## src/hdl/bete_pkg.sv

```systemverilog
// Shared constants and types for the bracket exit trade evaluator.
package bete_pkg;

    localparam logic [2:0] EXIT_GAP_STOP = 3'd0;
    localparam logic [2:0] EXIT_STOP     = 3'd1;
    localparam logic [2:0] EXIT_TARGET   = 3'd2;
    localparam logic [2:0] EXIT_TIME     = 3'd3;
    localparam logic [2:0] EXIT_INVALID  = 3'd4;

    localparam logic [1:0] CFG_STOP_MULT = 2'd0;
    localparam logic [1:0] CFG_HALF_MULT = 2'd1;
    localparam logic [1:0] CFG_RUN_MULT  = 2'd2;
    localparam logic [1:0] CFG_COST      = 2'd3;

    localparam logic [31:0] S32_MAX = 32'h7FFF_FFFF;

    typedef struct packed {
        logic start;
        logic half;
    } div_cmd_t;

    typedef struct packed {
        logic busy;
        logic done;
    } div_stat_t;

endpackage

```

## src/hdl/bracket_exit_trade_evaluator.sv

```systemverilog
// Top level of the bracket exit trade evaluator: bar sequencer and result register.
//
//  channel | signals                                   | direction
//  in      | in_valid, in_ready, bar fields            | request in
//  out     | out_valid, out_ready, result fields       | request out
//  cfg     | cfg_valid, cfg_ready, cfg_index, cfg_data | register write in
//
// A skipped bar or a bar of a closed trade passes S_EVAL and S_LAST, a plain bar
// also S_RUNCHK and S_OUT. A half take, a stop or target exit and a time exit
// each add one bit-serial division, a first bar adds the target multiplications
// S_TGT_H and S_TGT_R and a last bar adds S_NET. Reset clears the trade flags,
// levels and returns and restores the register defaults.
// The result register frees the sequencer; a last bar stalls only while the
// previous result still waits.
module bracket_exit_trade_evaluator #(
    parameter int PRICE_WIDTH      = 32,
    parameter int RETURN_FRAC_BITS = 24
) (
    input  logic        clk,
    input  logic        rst_n,
    input  logic        in_valid,
    output logic        in_ready,
    input  logic        first_bar,
    input  logic        last_bar,
    input  logic [31:0] entry_price,
    input  logic [31:0] volatility,
    input  logic [31:0] bar_open,
    input  logic        open_ok,
    input  logic [31:0] bar_high,
    input  logic        high_ok,
    input  logic [31:0] bar_low,
    input  logic        low_ok,
    input  logic [31:0] bar_close,
    input  logic        close_ok,
    output logic        out_valid,
    input  logic        out_ready,
    output logic signed [31:0] net_return,
    output logic        trade_valid,
    output logic [2:0]  exit_kind,
    output logic        half_taken_out,
    input  logic        cfg_valid,
    output logic        cfg_ready,
    input  logic [1:0]  cfg_index,
    input  logic [23:0] cfg_data
);
    import bete_pkg::*;

    localparam int PW = PRICE_WIDTH;
    localparam int LW = PW + 9;
    localparam logic [LW-1:0] CAP = LW'(1) << (PW + 8);

    typedef enum logic [3:0] {
        S_IDLE, S_TGT_H, S_TGT_R, S_EVAL, S_HALF, S_RUNCHK, S_DIV,
        S_LAST, S_NET, S_OUT
    } state_t;

    typedef enum logic [1:0] { D_GAP, D_STOP, D_HALF, D_RUN } dkind_t;

    state_t state_reg;
    dkind_t dk_reg;
    logic [15:0] stop_mult_reg, half_mult_reg, run_mult_reg;
    logic [23:0] cost_reg;

    logic [PW-1:0] entry_reg;
    logic [PW-1:0] last_close_reg;
    logic signed [LW:0] stop_reg;
    logic [LW-1:0] half_reg, run_reg;
    logic half_flag_reg, exit_flag_reg, close_seen_reg, entry_bad_reg;
    logic signed [31:0] realized_reg, exit_ret_reg;
    logic [2:0] exit_code_reg;
    logic last_reg;
    logic [PW-1:0] open_reg, high_reg, low_reg;
    logic ook_reg, hok_reg, lok_reg;
    logic [PW+15:0] risk_reg;
    logic [PW+31:0] prod;
    logic [15:0] mul_sel;
    logic [LW:0] tsum;
    logic [LW-1:0] tgt;
    logic signed [32:0] ret_reg;
    logic res_ok_reg;
    logic [2:0] kind_reg;

    div_cmd_t  dcmd;
    div_stat_t dstat;
    logic [LW-1:0] dp8;
    logic signed [32:0] dratio;

    logic signed [32:0] sum_in;
    logic signed [33:0] sum_w;
    logic signed [31:0] sum_sat;
    logic signed [33:0] net_w;
    logic signed [31:0] net_sat;
    logic [LW-1:0] e8;
    logic time_exit;
    logic out_load;

    bete_ratio_div #(
        .PRICE_WIDTH(PRICE_WIDTH),
        .RETURN_FRAC_BITS(RETURN_FRAC_BITS)
    ) u_div (
        .clk(clk), .rst_n(rst_n), .cmd(dcmd), .p8(dp8), .e(entry_reg),
        .stat(dstat), .ratio(dratio)
    );

    assign e8 = LW'(entry_reg) << 8;
    assign mul_sel = (state_reg == S_TGT_H) ? half_mult_reg : run_mult_reg;
    assign prod = 48'(0) + (PW+32)'(mul_sel) * (PW+32)'(risk_reg);
    assign tsum = (LW+1)'(e8) + (LW+1)'(prod >> 8);

    always_comb
    begin
        if ((prod >> 8) >= (PW+32)'(CAP) || tsum >= (LW+1)'(CAP))
        begin
            tgt = CAP;
        end
        else
        begin
            tgt = tsum[LW-1:0];
        end
    end

    assign time_exit = last_reg && !entry_bad_reg && entry_reg != '0 && !exit_flag_reg
                       && close_seen_reg;
    assign out_load  = state_reg == S_NET && (!out_valid || out_ready);

    assign sum_in  = (state_reg == S_LAST) ? dratio : ret_reg;
    assign sum_w   = 34'(realized_reg) + 34'(sum_in);
    assign sum_sat = (sum_w > 34'sd2147483647) ? $signed(S32_MAX)
                   : (sum_w < -34'sd2147483648) ? $signed(~S32_MAX) : sum_w[31:0];
    assign net_w   = 34'(ret_reg) - $signed({10'd0, cost_reg});
    assign net_sat = (net_w < -34'sd2147483648) ? $signed(~S32_MAX) : net_w[31:0];

    always_comb
    begin
        dcmd.start = 1'b0;
        dcmd.half  = half_flag_reg;
        dp8        = '0;
        unique case (dk_reg)
            D_GAP:  dp8 = LW'(open_reg) << 8;
            D_STOP: dp8 = stop_reg[LW-1:0];
            D_HALF: dp8 = half_reg;
            D_RUN:  dp8 = run_reg;
            default: dp8 = '0;
        endcase
        if (state_reg == S_LAST)
        begin
            dp8 = LW'(last_close_reg) << 8;
        end
        if (dk_reg == D_HALF)
        begin
            dcmd.half = 1'b1;
        end
        dcmd.start = (state_reg == S_DIV || (state_reg == S_LAST && time_exit))
                     && !dstat.busy;
    end

    assign in_ready  = state_reg == S_IDLE;
    assign cfg_ready = 1'b1;

    always_ff @(posedge clk or negedge rst_n)
    begin
        if (!rst_n)
        begin
            state_reg      <= S_IDLE;
            dk_reg         <= D_GAP;
            stop_mult_reg  <= 16'd512;
            half_mult_reg  <= 16'd256;
            run_mult_reg   <= 16'd2048;
            cost_reg       <= 24'd117441;
            entry_reg      <= '0;
            stop_reg       <= '0;
            half_reg       <= '0;
            run_reg        <= '0;
            half_flag_reg  <= 1'b0;
            exit_flag_reg  <= 1'b0;
            close_seen_reg <= 1'b0;
            entry_bad_reg  <= 1'b0;
            realized_reg   <= '0;
            exit_ret_reg   <= '0;
            exit_code_reg  <= '0;
            last_close_reg <= '0;
            last_reg       <= 1'b0;
            out_valid      <= 1'b0;
            ret_reg        <= '0;
            res_ok_reg     <= 1'b0;
            kind_reg       <= EXIT_INVALID;
            net_return     <= '0;
            trade_valid    <= 1'b0;
            exit_kind      <= EXIT_INVALID;
            half_taken_out <= 1'b0;
        end
        else
        begin
            if (cfg_valid)
            begin
                unique case (cfg_index)
                    CFG_STOP_MULT: stop_mult_reg <= cfg_data[15:0];
                    CFG_HALF_MULT: half_mult_reg <= cfg_data[15:0];
                    CFG_RUN_MULT:  run_mult_reg  <= cfg_data[15:0];
                    CFG_COST:      cost_reg      <= cfg_data;
                    default:       cost_reg      <= cost_reg;
                endcase
            end
            unique case (state_reg)
                S_IDLE:
                begin
                    if (in_valid)
                    begin
                        last_reg  <= last_bar;
                        open_reg  <= PW'(bar_open);
                        high_reg  <= PW'(bar_high);
                        low_reg   <= PW'(bar_low);
                        ook_reg   <= open_ok && close_ok;
                        hok_reg   <= high_ok && close_ok;
                        lok_reg   <= low_ok && close_ok;
                        dk_reg    <= close_ok ? D_GAP : D_RUN;
                        if (close_ok)
                        begin
                            last_close_reg <= PW'(bar_close);
                        end
                        else if (first_bar)
                        begin
                            last_close_reg <= '0;
                        end
                        if (first_bar)
                        begin
                            entry_reg      <= PW'(entry_price);
                            entry_bad_reg  <= PW'(entry_price) == '0
                                              || PW'(volatility) == '0;
                            risk_reg       <= (PW+16)'(stop_mult_reg)
                                              * (PW+16)'(PW'(volatility));
                            half_flag_reg  <= 1'b0;
                            exit_flag_reg  <= 1'b0;
                            close_seen_reg <= 1'b0;
                            realized_reg   <= '0;
                            exit_ret_reg   <= '0;
                            exit_code_reg  <= EXIT_GAP_STOP;
                            state_reg      <= S_TGT_H;
                        end
                        else
                        begin
                            state_reg <= S_EVAL;
                        end
                    end
                end
                S_TGT_H:
                begin
                    stop_reg  <= ((LW+1)'(risk_reg) > (LW+1)'(e8)) ? '1
                                 : $signed((LW+1)'(e8) - (LW+1)'(risk_reg));
                    half_reg  <= tgt;
                    state_reg <= S_TGT_R;
                end
                S_TGT_R:
                begin
                    run_reg   <= tgt;
                    state_reg <= S_EVAL;
                end
                S_EVAL:
                begin
                    state_reg <= S_LAST;
                    if (!entry_bad_reg && entry_reg != '0 && !exit_flag_reg
                        && dk_reg == D_GAP)
                    begin
                        close_seen_reg <= 1'b1;
                        if (ook_reg && $signed((LW+1)'(LW'(open_reg) << 8)) <= stop_reg)
                        begin
                            dk_reg <= D_GAP;
                            state_reg <= S_DIV;
                        end
                        else if (lok_reg && $signed((LW+1)'(LW'(low_reg) << 8)) <= stop_reg)
                        begin
                            dk_reg <= D_STOP;
                            state_reg <= S_DIV;
                        end
                        else if (half_mult_reg != '0 && !half_flag_reg && hok_reg
                                 && (LW'(high_reg) << 8) >= half_reg)
                        begin
                            dk_reg <= D_HALF;
                            state_reg <= S_DIV;
                        end
                        else
                        begin
                            state_reg <= S_RUNCHK;
                        end
                    end
                end
                S_RUNCHK:
                begin
                    if (hok_reg && (LW'(high_reg) << 8) >= run_reg)
                    begin
                        dk_reg    <= D_RUN;
                        state_reg <= S_DIV;
                    end
                    else
                    begin
                        state_reg <= S_OUT;
                    end
                end
                S_DIV:
                begin
                    if (dstat.done)
                    begin
                        ret_reg <= dratio;
                        state_reg <= S_HALF;
                    end
                end
                S_HALF:
                begin
                    if (dk_reg == D_HALF)
                    begin
                        realized_reg  <= ret_reg[31:0];
                        half_flag_reg <= 1'b1;
                        stop_reg      <= $signed((LW+1)'(e8));
                        state_reg     <= S_RUNCHK;
                    end
                    else
                    begin
                        exit_ret_reg  <= sum_sat;
                        exit_flag_reg <= 1'b1;
                        unique case (dk_reg)
                            D_GAP:   exit_code_reg <= EXIT_GAP_STOP;
                            D_STOP:  exit_code_reg <= EXIT_STOP;
                            default: exit_code_reg <= EXIT_TARGET;
                        endcase
                        state_reg <= S_OUT;
                    end
                end
                S_OUT:
                begin
                    state_reg <= S_LAST;
                    dk_reg    <= D_RUN;
                end
                S_LAST:
                begin
                    if (!last_reg)
                    begin
                        state_reg <= S_IDLE;
                    end
                    else if (entry_bad_reg || entry_reg == '0
                             || !(exit_flag_reg || close_seen_reg))
                    begin
                        res_ok_reg <= 1'b0;
                        kind_reg   <= EXIT_INVALID;
                        state_reg  <= S_NET;
                    end
                    else if (exit_flag_reg)
                    begin
                        res_ok_reg <= 1'b1;
                        ret_reg    <= 33'(exit_ret_reg);
                        kind_reg   <= exit_code_reg;
                        state_reg  <= S_NET;
                    end
                    else if (dstat.done)
                    begin
                        res_ok_reg <= 1'b1;
                        ret_reg    <= 33'(sum_sat);
                        kind_reg   <= EXIT_TIME;
                        state_reg  <= S_NET;
                    end
                end
                S_NET:
                begin
                    if (out_load)
                    begin
                        net_return     <= res_ok_reg ? net_sat : '0;
                        trade_valid    <= res_ok_reg;
                        exit_kind      <= kind_reg;
                        half_taken_out <= res_ok_reg && half_flag_reg;
                        state_reg      <= S_IDLE;
                    end
                end
                default:
                begin
                    state_reg <= S_IDLE;
                end
            endcase
            if (out_load)
            begin
                out_valid <= 1'b1;
            end
            else if (out_ready)
            begin
                out_valid <= 1'b0;
            end
        end
    end
endmodule

```

## src/hdl/bete_ratio_div.sv

```systemverilog
// Bit-serial unit that forms p8/(e*256) - 1, or half of it, as a saturated signed return.
module bete_ratio_div #(
    parameter int PRICE_WIDTH      = 32,
    parameter int RETURN_FRAC_BITS = 24
) (
    input  logic                     clk,
    input  logic                     rst_n,
    input  bete_pkg::div_cmd_t       cmd,
    input  logic [PRICE_WIDTH+8:0]   p8,
    input  logic [PRICE_WIDTH-1:0]   e,
    output bete_pkg::div_stat_t      stat,
    output logic signed [32:0]       ratio
);
    import bete_pkg::*;

    localparam int DW = PRICE_WIDTH + 9;
    localparam int WB = 31 - RETURN_FRAC_BITS;
    localparam int STEPS = DW + RETURN_FRAC_BITS;
    localparam int CW = $clog2(STEPS + 1);

    typedef enum logic [1:0] { S_IDLE, S_RUN, S_DONE } state_t;

    state_t          state_reg;
    logic [CW-1:0]   cnt_reg;
    logic [DW:0]     rem_reg;
    logic [DW-1:0]   den_reg;
    logic [DW-1:0]   mag_reg;
    logic [STEPS-1:0] q_reg;
    logic            neg_reg;
    logic            half_reg;
    logic signed [32:0] ratio_reg;

    logic [DW-1:0]   den_w;
    logic [DW-1:0]   p_w;
    logic [DW:0]     shifted;
    logic            ge;
    logic [STEPS-1:0] q_fin;
    logic [31:0]     qmag;
    logic [31:0]     qh;

    assign den_w   = DW'(e) << 8;
    assign p_w     = DW'(p8);
    assign shifted = {rem_reg[DW-1:0], mag_reg[DW-1]};
    assign ge      = shifted >= {1'b0, den_reg};
    assign q_fin   = q_reg;

    always_comb
    begin
        if (q_fin[STEPS-1:RETURN_FRAC_BITS] >> WB != '0)
        begin
            qmag = S32_MAX;
        end
        else
        begin
            qmag = 32'(q_fin);
        end
        qh = half_reg ? (qmag >> 1) : qmag;
    end

    always_ff @(posedge clk or negedge rst_n)
    begin
        if (!rst_n)
        begin
            state_reg <= S_IDLE;
            cnt_reg   <= '0;
        end
        else
        begin
            unique case (state_reg)
                S_IDLE:
                begin
                    if (cmd.start)
                    begin
                        if (p_w >= den_w)
                        begin
                            mag_reg <= p_w - den_w;
                            neg_reg <= 1'b0;
                        end
                        else
                        begin
                            mag_reg <= den_w - p_w;
                            neg_reg <= 1'b1;
                        end
                        den_reg   <= den_w;
                        half_reg  <= cmd.half;
                        rem_reg   <= '0;
                        q_reg     <= '0;
                        cnt_reg   <= '0;
                        state_reg <= S_RUN;
                    end
                end
                S_RUN:
                begin
                    if (ge)
                    begin
                        rem_reg <= shifted - {1'b0, den_reg};
                    end
                    else
                    begin
                        rem_reg <= shifted;
                    end
                    q_reg   <= {q_reg[STEPS-2:0], ge};
                    mag_reg <= mag_reg << 1;
                    cnt_reg <= cnt_reg + 1'b1;
                    if (cnt_reg == CW'(STEPS - 1))
                    begin
                        state_reg <= S_DONE;
                    end
                end
                S_DONE:
                begin
                    ratio_reg <= neg_reg ? -$signed({1'b0, qh}) : $signed({1'b0, qh});
                    state_reg <= S_IDLE;
                end
                default:
                begin
                    state_reg <= S_IDLE;
                end
            endcase
        end
    end

    assign stat.busy = state_reg != S_IDLE;
    assign stat.done = state_reg == S_DONE;
    assign ratio     = stat.done
                       ? (neg_reg ? -$signed({1'b0, qh}) : $signed({1'b0, qh}))
                       : ratio_reg;
endmodule

```

## config.mk

```make
export PLATFORM = sky130hd
export DESIGN_NAME = bracket_exit_trade_evaluator
export DESIGN_NICKNAME = d
export VERILOG_FILES = /design/src/hdl/bete_pkg.sv /design/src/hdl/bracket_exit_trade_evaluator.sv /design/src/hdl/bete_ratio_div.sv
export SDC_FILE = /design/constraint.sdc
export NUM_CORES = 2
export LEC_CHECK = 0
export BUFFER_PORTS_ARGS = -buffer_cell sky130_fd_sc_hd__buf_4
export CORE_MARGIN = 3
export CORE_UTILIZATION = 45
export DETAILED_ROUTE_END_ITERATION = 6
export PLACE_DENSITY_LB_ADDON = 0.25
export SLEW_MARGIN = 10
export SYNTH_ARGS = -nofsm -noshare
export SYNTH_HDL_FRONTEND = slang
export SYNTH_SLANG_ARGS = --single-unit
```

## constraint.sdc

```tcl
create_clock -name clk -period 15.9 [get_ports clk]
set_input_delay 0.795 -clock clk [delete_from_list [all_inputs] [get_ports clk]]
set_output_delay 0.795 -clock clk [all_outputs]
set_load 0.05 [all_outputs]
```

After elaboration in Yosys (flattened, before gate mapping)

Index checks and enable logic that the tools add are counted.

Add/subtract/negate cells: 9
Multiply operators: 2
$lt $le $gt $ge: 12
Eq/ne operators: 33
Muxes and demuxes: 87
Reduce and logical (&&, ||, !) cells: 76

Operator list:

| operator                                                      | count |
|---|---|
| two-way mux 32 bit                                            | 11 |
| two-way mux 33 bit                                            | 8 |
| two-way mux 41 bit                                            | 6 |
| case mux 41 bit (2 select lines)                              | 2 |
| case mux 41 bit (4 select lines)                              | 1 |
| case mux 65 bit (2 select lines)                              | 1 |
| case mux 32 bit (2 select lines)                              | 2 |
| logical NOT 32 bit                                            | 3 |
| less-or-equal comparator 41 x 42 -> 1 bit                     | 2 |
| two-way mux 42 bit                                            | 2 |
| case mux 42 bit (2 select lines)                              | 1 |
| >= comparator 40 x 41 -> 1 bit                                | 2 |
| subtractor 41 x 40 -> 41 bit                                  | 2 |
| less-than comparator 34 x 32 -> 1 bit (second input constant) | 2 |
| case mux 33 bit (2 select lines)                              | 1 |
| two-way mux 65 bit                                            | 1 |
| multiplier 16 x 48 -> 64 bit                                  | 1 |
| >= comparator 56 x 41 -> 1 bit (second input constant)        | 1 |
| multiplier 16 x 32 -> 48 bit                                  | 1 |
| adder 40 x 42 -> 42 bit                                       | 1 |
| >= comparator 42 x 40 -> 1 bit                                | 1 |
| >= comparator 42 x 41 -> 1 bit (second input constant)        | 1 |
| > comparator 42 x 40 -> 1 bit                                 | 1 |
| subtractor 40 x 42 -> 42 bit                                  | 1 |
| 46 further kinds                                              | 164 |

Register bits: 783
Output and inout port bits: 40

Logic depth before layout (Yosys ltp)

Depth after elaboration: 16
Gate-level depth with buffers: 48
Gate-level depth less buffers: 41

Modules after synthesis

A second synthesis with hierarchy kept.

Cell total of the unflattened synthesis: 9,554
Area total of the unflattened synthesis: 86,865.8 um2

Modules (own cells, without submodules):

| module                       | times used | cells an instance | area each (um2) |
|---|---|---|---|
| bracket_exit_trade_evaluator | 1          | 7,847             | 71,329.7 |
| bete_ratio_div               | 1          | 1,707             | 15,536.2 |

Worst setup path after synthesis

Ideal clock, no wire load.

Kind: reg-to-reg
Start: register state_reg[3]
End: register half_reg[10]
Setup time: 0.096 ns
Arrival: 10.574 ns
Path slack: 5.231 ns
Cell stages (with the launch flop): 45
Path buffers: 9
Path through: dfrtp_1 > clkbuf_1 > or2_2 > clkbuf_1 > nor2_1 > clkbuf_1 > nand2_1 > nand2_1 > clkbuf_1 > clkbuf_1 > nand2_1 > fa_1 > fa_1 > fa_1 > inv_1 > fa_1 > fa_1 > inv_1 > (+9 left out) > o41ai_2 > o21ai_0 > xor2_1 > ha_1 > a21o_1 > a211o_1 > a211oi_1 > nor3_1 > a2111oi_0 > o21bai_1 > a21oi_1 > mux2_2 > o2111a_1 > clkbuf_1 > nand2_2 > buf_6 > buf_6 > o32ai_2

Word-level cells in the longest chain between the ends: 7
Elaborated cells on any way between the ends: 8

Ends and longest elaborated chain:

| element                          | RTL line                                                                 | RTL |
|---|---|---|
| from (decl)                      | bracket_exit_trade_evaluator.sv:59                                       | `state_t state_reg;` |
| from (signal assigned)           | bracket_exit_trade_evaluator.sv:164                                      | `state_reg <= S_IDLE;` |
| from (signal assigned)           | bracket_exit_trade_evaluator.sv:238                                      | `state_reg <= S_TGT_H;` |
| from (signal assigned)           | bracket_exit_trade_evaluator.sv:242                                      | `state_reg <= S_EVAL;` |
| equality test 4 x 1 -> 1 bit (*) | bracket_exit_trade_evaluator.sv:106, bracket_exit_trade_evaluator.sv:204 |  |
| two-way mux 16 bit               | bracket_exit_trade_evaluator.sv:106                                      | `assign mul_sel = (state_reg == S_TGT_H) ? half_mult_reg : run_mult_reg;` |
| multiplier 16 x 48 -> 64 bit     | bracket_exit_trade_evaluator.sv:107                                      | `assign prod = 48'(0) + (PW+32)'(mul_sel) * (PW+32)'(risk_reg);` |
| adder 40 x 42 -> 42 bit          | bracket_exit_trade_evaluator.sv:108                                      | `assign tsum = (LW+1)'(e8) + (LW+1)'(prod >> 8);` |
| >= comparator 42 x 41 -> 1 bit   | bracket_exit_trade_evaluator.sv:112                                      | `if ((prod >> 8) >= (PW+32)'(CAP) \|\| tsum >= (LW+1)'(CAP))` |
| logical OR 1 bit                 | bracket_exit_trade_evaluator.sv:112                                      |  |
| two-way mux 41 bit               | bracket_exit_trade_evaluator.sv:112                                      |  |
| to (signal assigned)             | bracket_exit_trade_evaluator.sv:250                                      | `half_reg <= tgt;` |
| to (decl)                        | bracket_exit_trade_evaluator.sv:67                                       | `logic [LW-1:0] half_reg, run_reg;` |

Every way passes the cells marked *; elsewhere a longest branch is shown, timed or not.
A chain may end at the register's enable or synchronous reset.

Worst setup path in the final report

Start: register state_reg[1]
End: register half_reg[40]

Same word-level chain as after synthesis.

==> results by group <==
Synth
  • Post-synth top area share: 24.04%
  • Area share of fa/ha/maj cells after synthesis: 32.53%
  • Synth Net Count: 11550
  • Post-Syn Instances: around 9700
  • Post-Syn Area: around 89000 um2
  • Syn Area/Cell: 9.179 um2
  • Top cells by area, synth: fa_1 24%, edfxtp_1 12%, dfrtp_1 12%, ha_1 8.5%, nand2_1 6.6%
  • Async S/R FF share, synth: 53.84%
  • Yosys warning count: 0
  • Netlist cell types: 94
  • Part of the Yosys area used for sequential elements: 24.14%
  • Post-Synth XOR/XNOR Area: 2.846%
  • Number of flops mapped to enable cells by yosys: 361
  • Top FF cell, synth: dfrtp_1
  • Mux cell area share after synthesis: 2.962%
  • Post-synthesis simple-gate area fraction: 16.26%
  • Yosys top cell by area: fa_1
  • Synthesis-stage register bit count: 782
  • Compound-Gate Fraction of Synth Area: 13.15%
  • Largest family of logic cells by synthesized area: adder cells

Timing
  • Worst-margin pin slew: 1.282 ns
  • Unrepaired setup endpoints after global routing: no
  • Final clock skew: around 0.040 ns
  • Final slew viol count: 0
  • Fin Setup TNS: 0 ns
  • Final hold vios: 0
  • Rel. slew slack: 12.84%
  • Final period utilization: 81.99%
  • Setup Viol. Count Final: 0
  • Fmax: ~77 MHz
  • Post-route minimum period: ~13 ns
  • Final worst setup slack: roughly 2.9 ns

Setup path
  • Slowest cell on crit path: mux2i_2
  • Crit-path max cell delay: 1.07 ns
  • CP Max Fanout: 58
  • Critical Path RT: 16.51 ns
  • Setup CP Type: reg -> reg
  • Worst setup SP type: register
  • Critical path arrival: 13.64 ns
  • Crit-path leading delay family: compound AO/OA/AOI/OAI gates
  • Register-to-register setup slack: 2.86 ns
  • Worst Path Buf+Inv: 4
  • Worst path most repeated cell: fa_1
  • Crit path capture type: register

Layout
  • Area growth, synth to finish: 8.506%
  • Final net count: around 12000
  • Area of the multi-input gates: 60190 um2
  • Post-layout util: slightly below 50%
  • Storage cell area: 21390 um2
  • Fillers: 18380
  • Layout cells sized above 1: 8.778%
  • Largest register FFs: between 60 and 70

Floorplan
  • Starting Density: 45.35%
  • Vert. Die Dim: 449.8 um
  • Core ar.: 195400 um2
  • Die Wd: ~450 um
  • Die ar.: approximately 200000 um2
  • FP Rows: between 150 and 200
  • Io pins: 269

Clock network
  • Hold Buf Count CTS: 1
  • Clock transition at path regs: 0.06 ns
  • Clk sinks: 782
  • Number of setup buffers added after CTS: 0
  • CTS tree: done
  • H-tree depth: 3
  • Worst-case clock buffer depth: 3
  • Total CTS buffers: 94
  • Worst-Skew Late Latency: around 0.74 ns
  • CTS resizes: 0
  • Root buffer cell: clkbuf_16

Global route
  • Grt met2 use: 45.04%
  • Vias in the first global route: around 72000
  • Met3 usage: 4.555%
  • Gr usage total: 27.55%
  • Global route total overflow: 0
  • Most used routing layer: met2
  • First-pass GRT wire length: about 430000 um
  • Initial antenna violation count: 7
  • GR Layer Usage met1: around 37%
  • Largest net degree at the start of global routing: 110

Routing
  • DR pass1 iterations: 6
  • Post-route DRC: 0
  • Final ANT Viol Nets: 0
  • Detailed Route Iter0 Violations: 5724
  • Via count: 70760
  • Drt via density: 5.731
  • Final wirelength: 279800 um
  • WL/cell: 22.67 um

Place
  • Input/output buffers: ~270
  • Dpl hpwl: 213800 um
  • GPL Wtd Cong: 0.9663
  • Worst slack, placed: 3.073 ns

Flow run
  • Max-cap viol count: 0

Min path
  • Hold Crit Class: in -> reg

Run status
  • Status: completed
-- cells in the mapped netlist, types with 109 or more instances --
cell type	count
dfrtp_1	408
fa_1	1064
nand2_1	1551
a21oi_1	417
nand3_1	203
and2_1	417
mux2_2	120
xor2_1	109
nor2_1	449
xnor2_1	179
ha_1	602
edfxtp_1	361
inv_1	1378
o21ai_0	368
a21o_1	222
clkbuf_1	453
-- final timing paths --
kind,start,endpoint,cells after the start
setup reg to reg,state_reg[1],half_reg[40],34
max in group asynchronous,rst_n,exit_ret_reg[11],6
setup / recovery,state_reg[1],half_reg[40],34
hold reg to reg,net_return[15],net_return[15],2
hold / removal,bar_low[7],low_reg[7],1
min in group asynchronous,rst_n,run_reg[34],2
-- cells by family (layout without fill, tap and decap cells) --
family,count (synthesis),count (layout)
AO/OA/AOI/OAI,1697,1697
XOR/XNOR,288,288
adder cells (fa/ha/maj),1666,1666
buffers and inverters,1878,1941
flip-flops,782,782
multiplexers,206,206
other,1,5
AND/OR/NAND/NOR,3137,3137
-- final cells by class --
type                            count  share of cell area, %
Clock buffer                      118                  2.635
Timing Repair Buffer              385                  3.016
Clock inverter                     58                 0.6935
Inverter                         1380                  5.387
Tap cell                         2624                  3.414
Antenna cell                        4                0.01041
Multi-Input combinational cell   6995                  62.60
Sequential cell                   782                  22.25
-- worst register-to-register path: cells and delay by family, from the launching register on --
family,cells,cell delay (ns)
AOI/OAI and AO/OA,14,4.44
adders and majority gates,8,3.93
and+or+nand+nor,5,1.56
muxes,2,1.30
buffers and inverters,4,0.93
DFF,1,0.58
xor gates and xnor gates,1,0.18
-- placed cells by master, fill, tap and decap left out, types with 25 or more instances in the layout --
| cell | count |
|---|---|
| o31ai_1 | 68 |
| or3_1 | 25 |
| a31oi_1 | 49 |
| and3_1 | 41 |
| nor2_1 | 445 |
| o211ai_1 | 82 |
| o32ai_2 | 64 |
| nor4_1 | 59 |
| clkbuf_16 | 95 |
| inv_1 | 1378 |
| a211oi_1 | 66 |
| o21bai_1 | 41 |
| nand4_1 | 98 |
| nor3_1 | 75 |
| a22o_1 | 40 |
| a21o_1 | 222 |
| buf_4 | 383 |
| o21ai_0 | 368 |
| fa_1 | 1064 |
| mux4_2 | 32 |
| o21a_1 | 46 |
| nand2b_1 | 57 |
| dfrtp_1 | 406 |
| nand2_1 | 1547 |
| xnor2_1 | 179 |
| mux2i_1 | 48 |
| xor2_1 | 109 |
| mux2_2 | 120 |
| and2_1 | 414 |
| a21oi_1 | 416 |
| nor2b_1 | 73 |
| edfxtp_1 | 361 |
| nand3_1 | 202 |
| ha_1 | 602 |
-- routing by layer --
metal | wire length (um) | part of all wire (%)
met4 | 10370 | 3.7
met2 | 132400 | 47
met3 | 19960 | 7.1
met5 | 14 | 0.0050
met1 | 117000 | 42
-- per-stage QoR --
stage / instance area (um2) / cells / hold WS, ns
finish: 96160 / 12350 / 0.2291
global route: 96150 / 12340 / 0.2022
CTS: 96150 / 12340 / 0.1632
detailed placement: 92940 / 12170 / 0.4694
global placement: 92940 / 12170 / 0.4628
floorplan: 88620 / 9655 / 0.4382
Power is left out: the tool's default activity adds up to more than one toggle a clock period on the data nets, which glitch-free logic cannot reach.
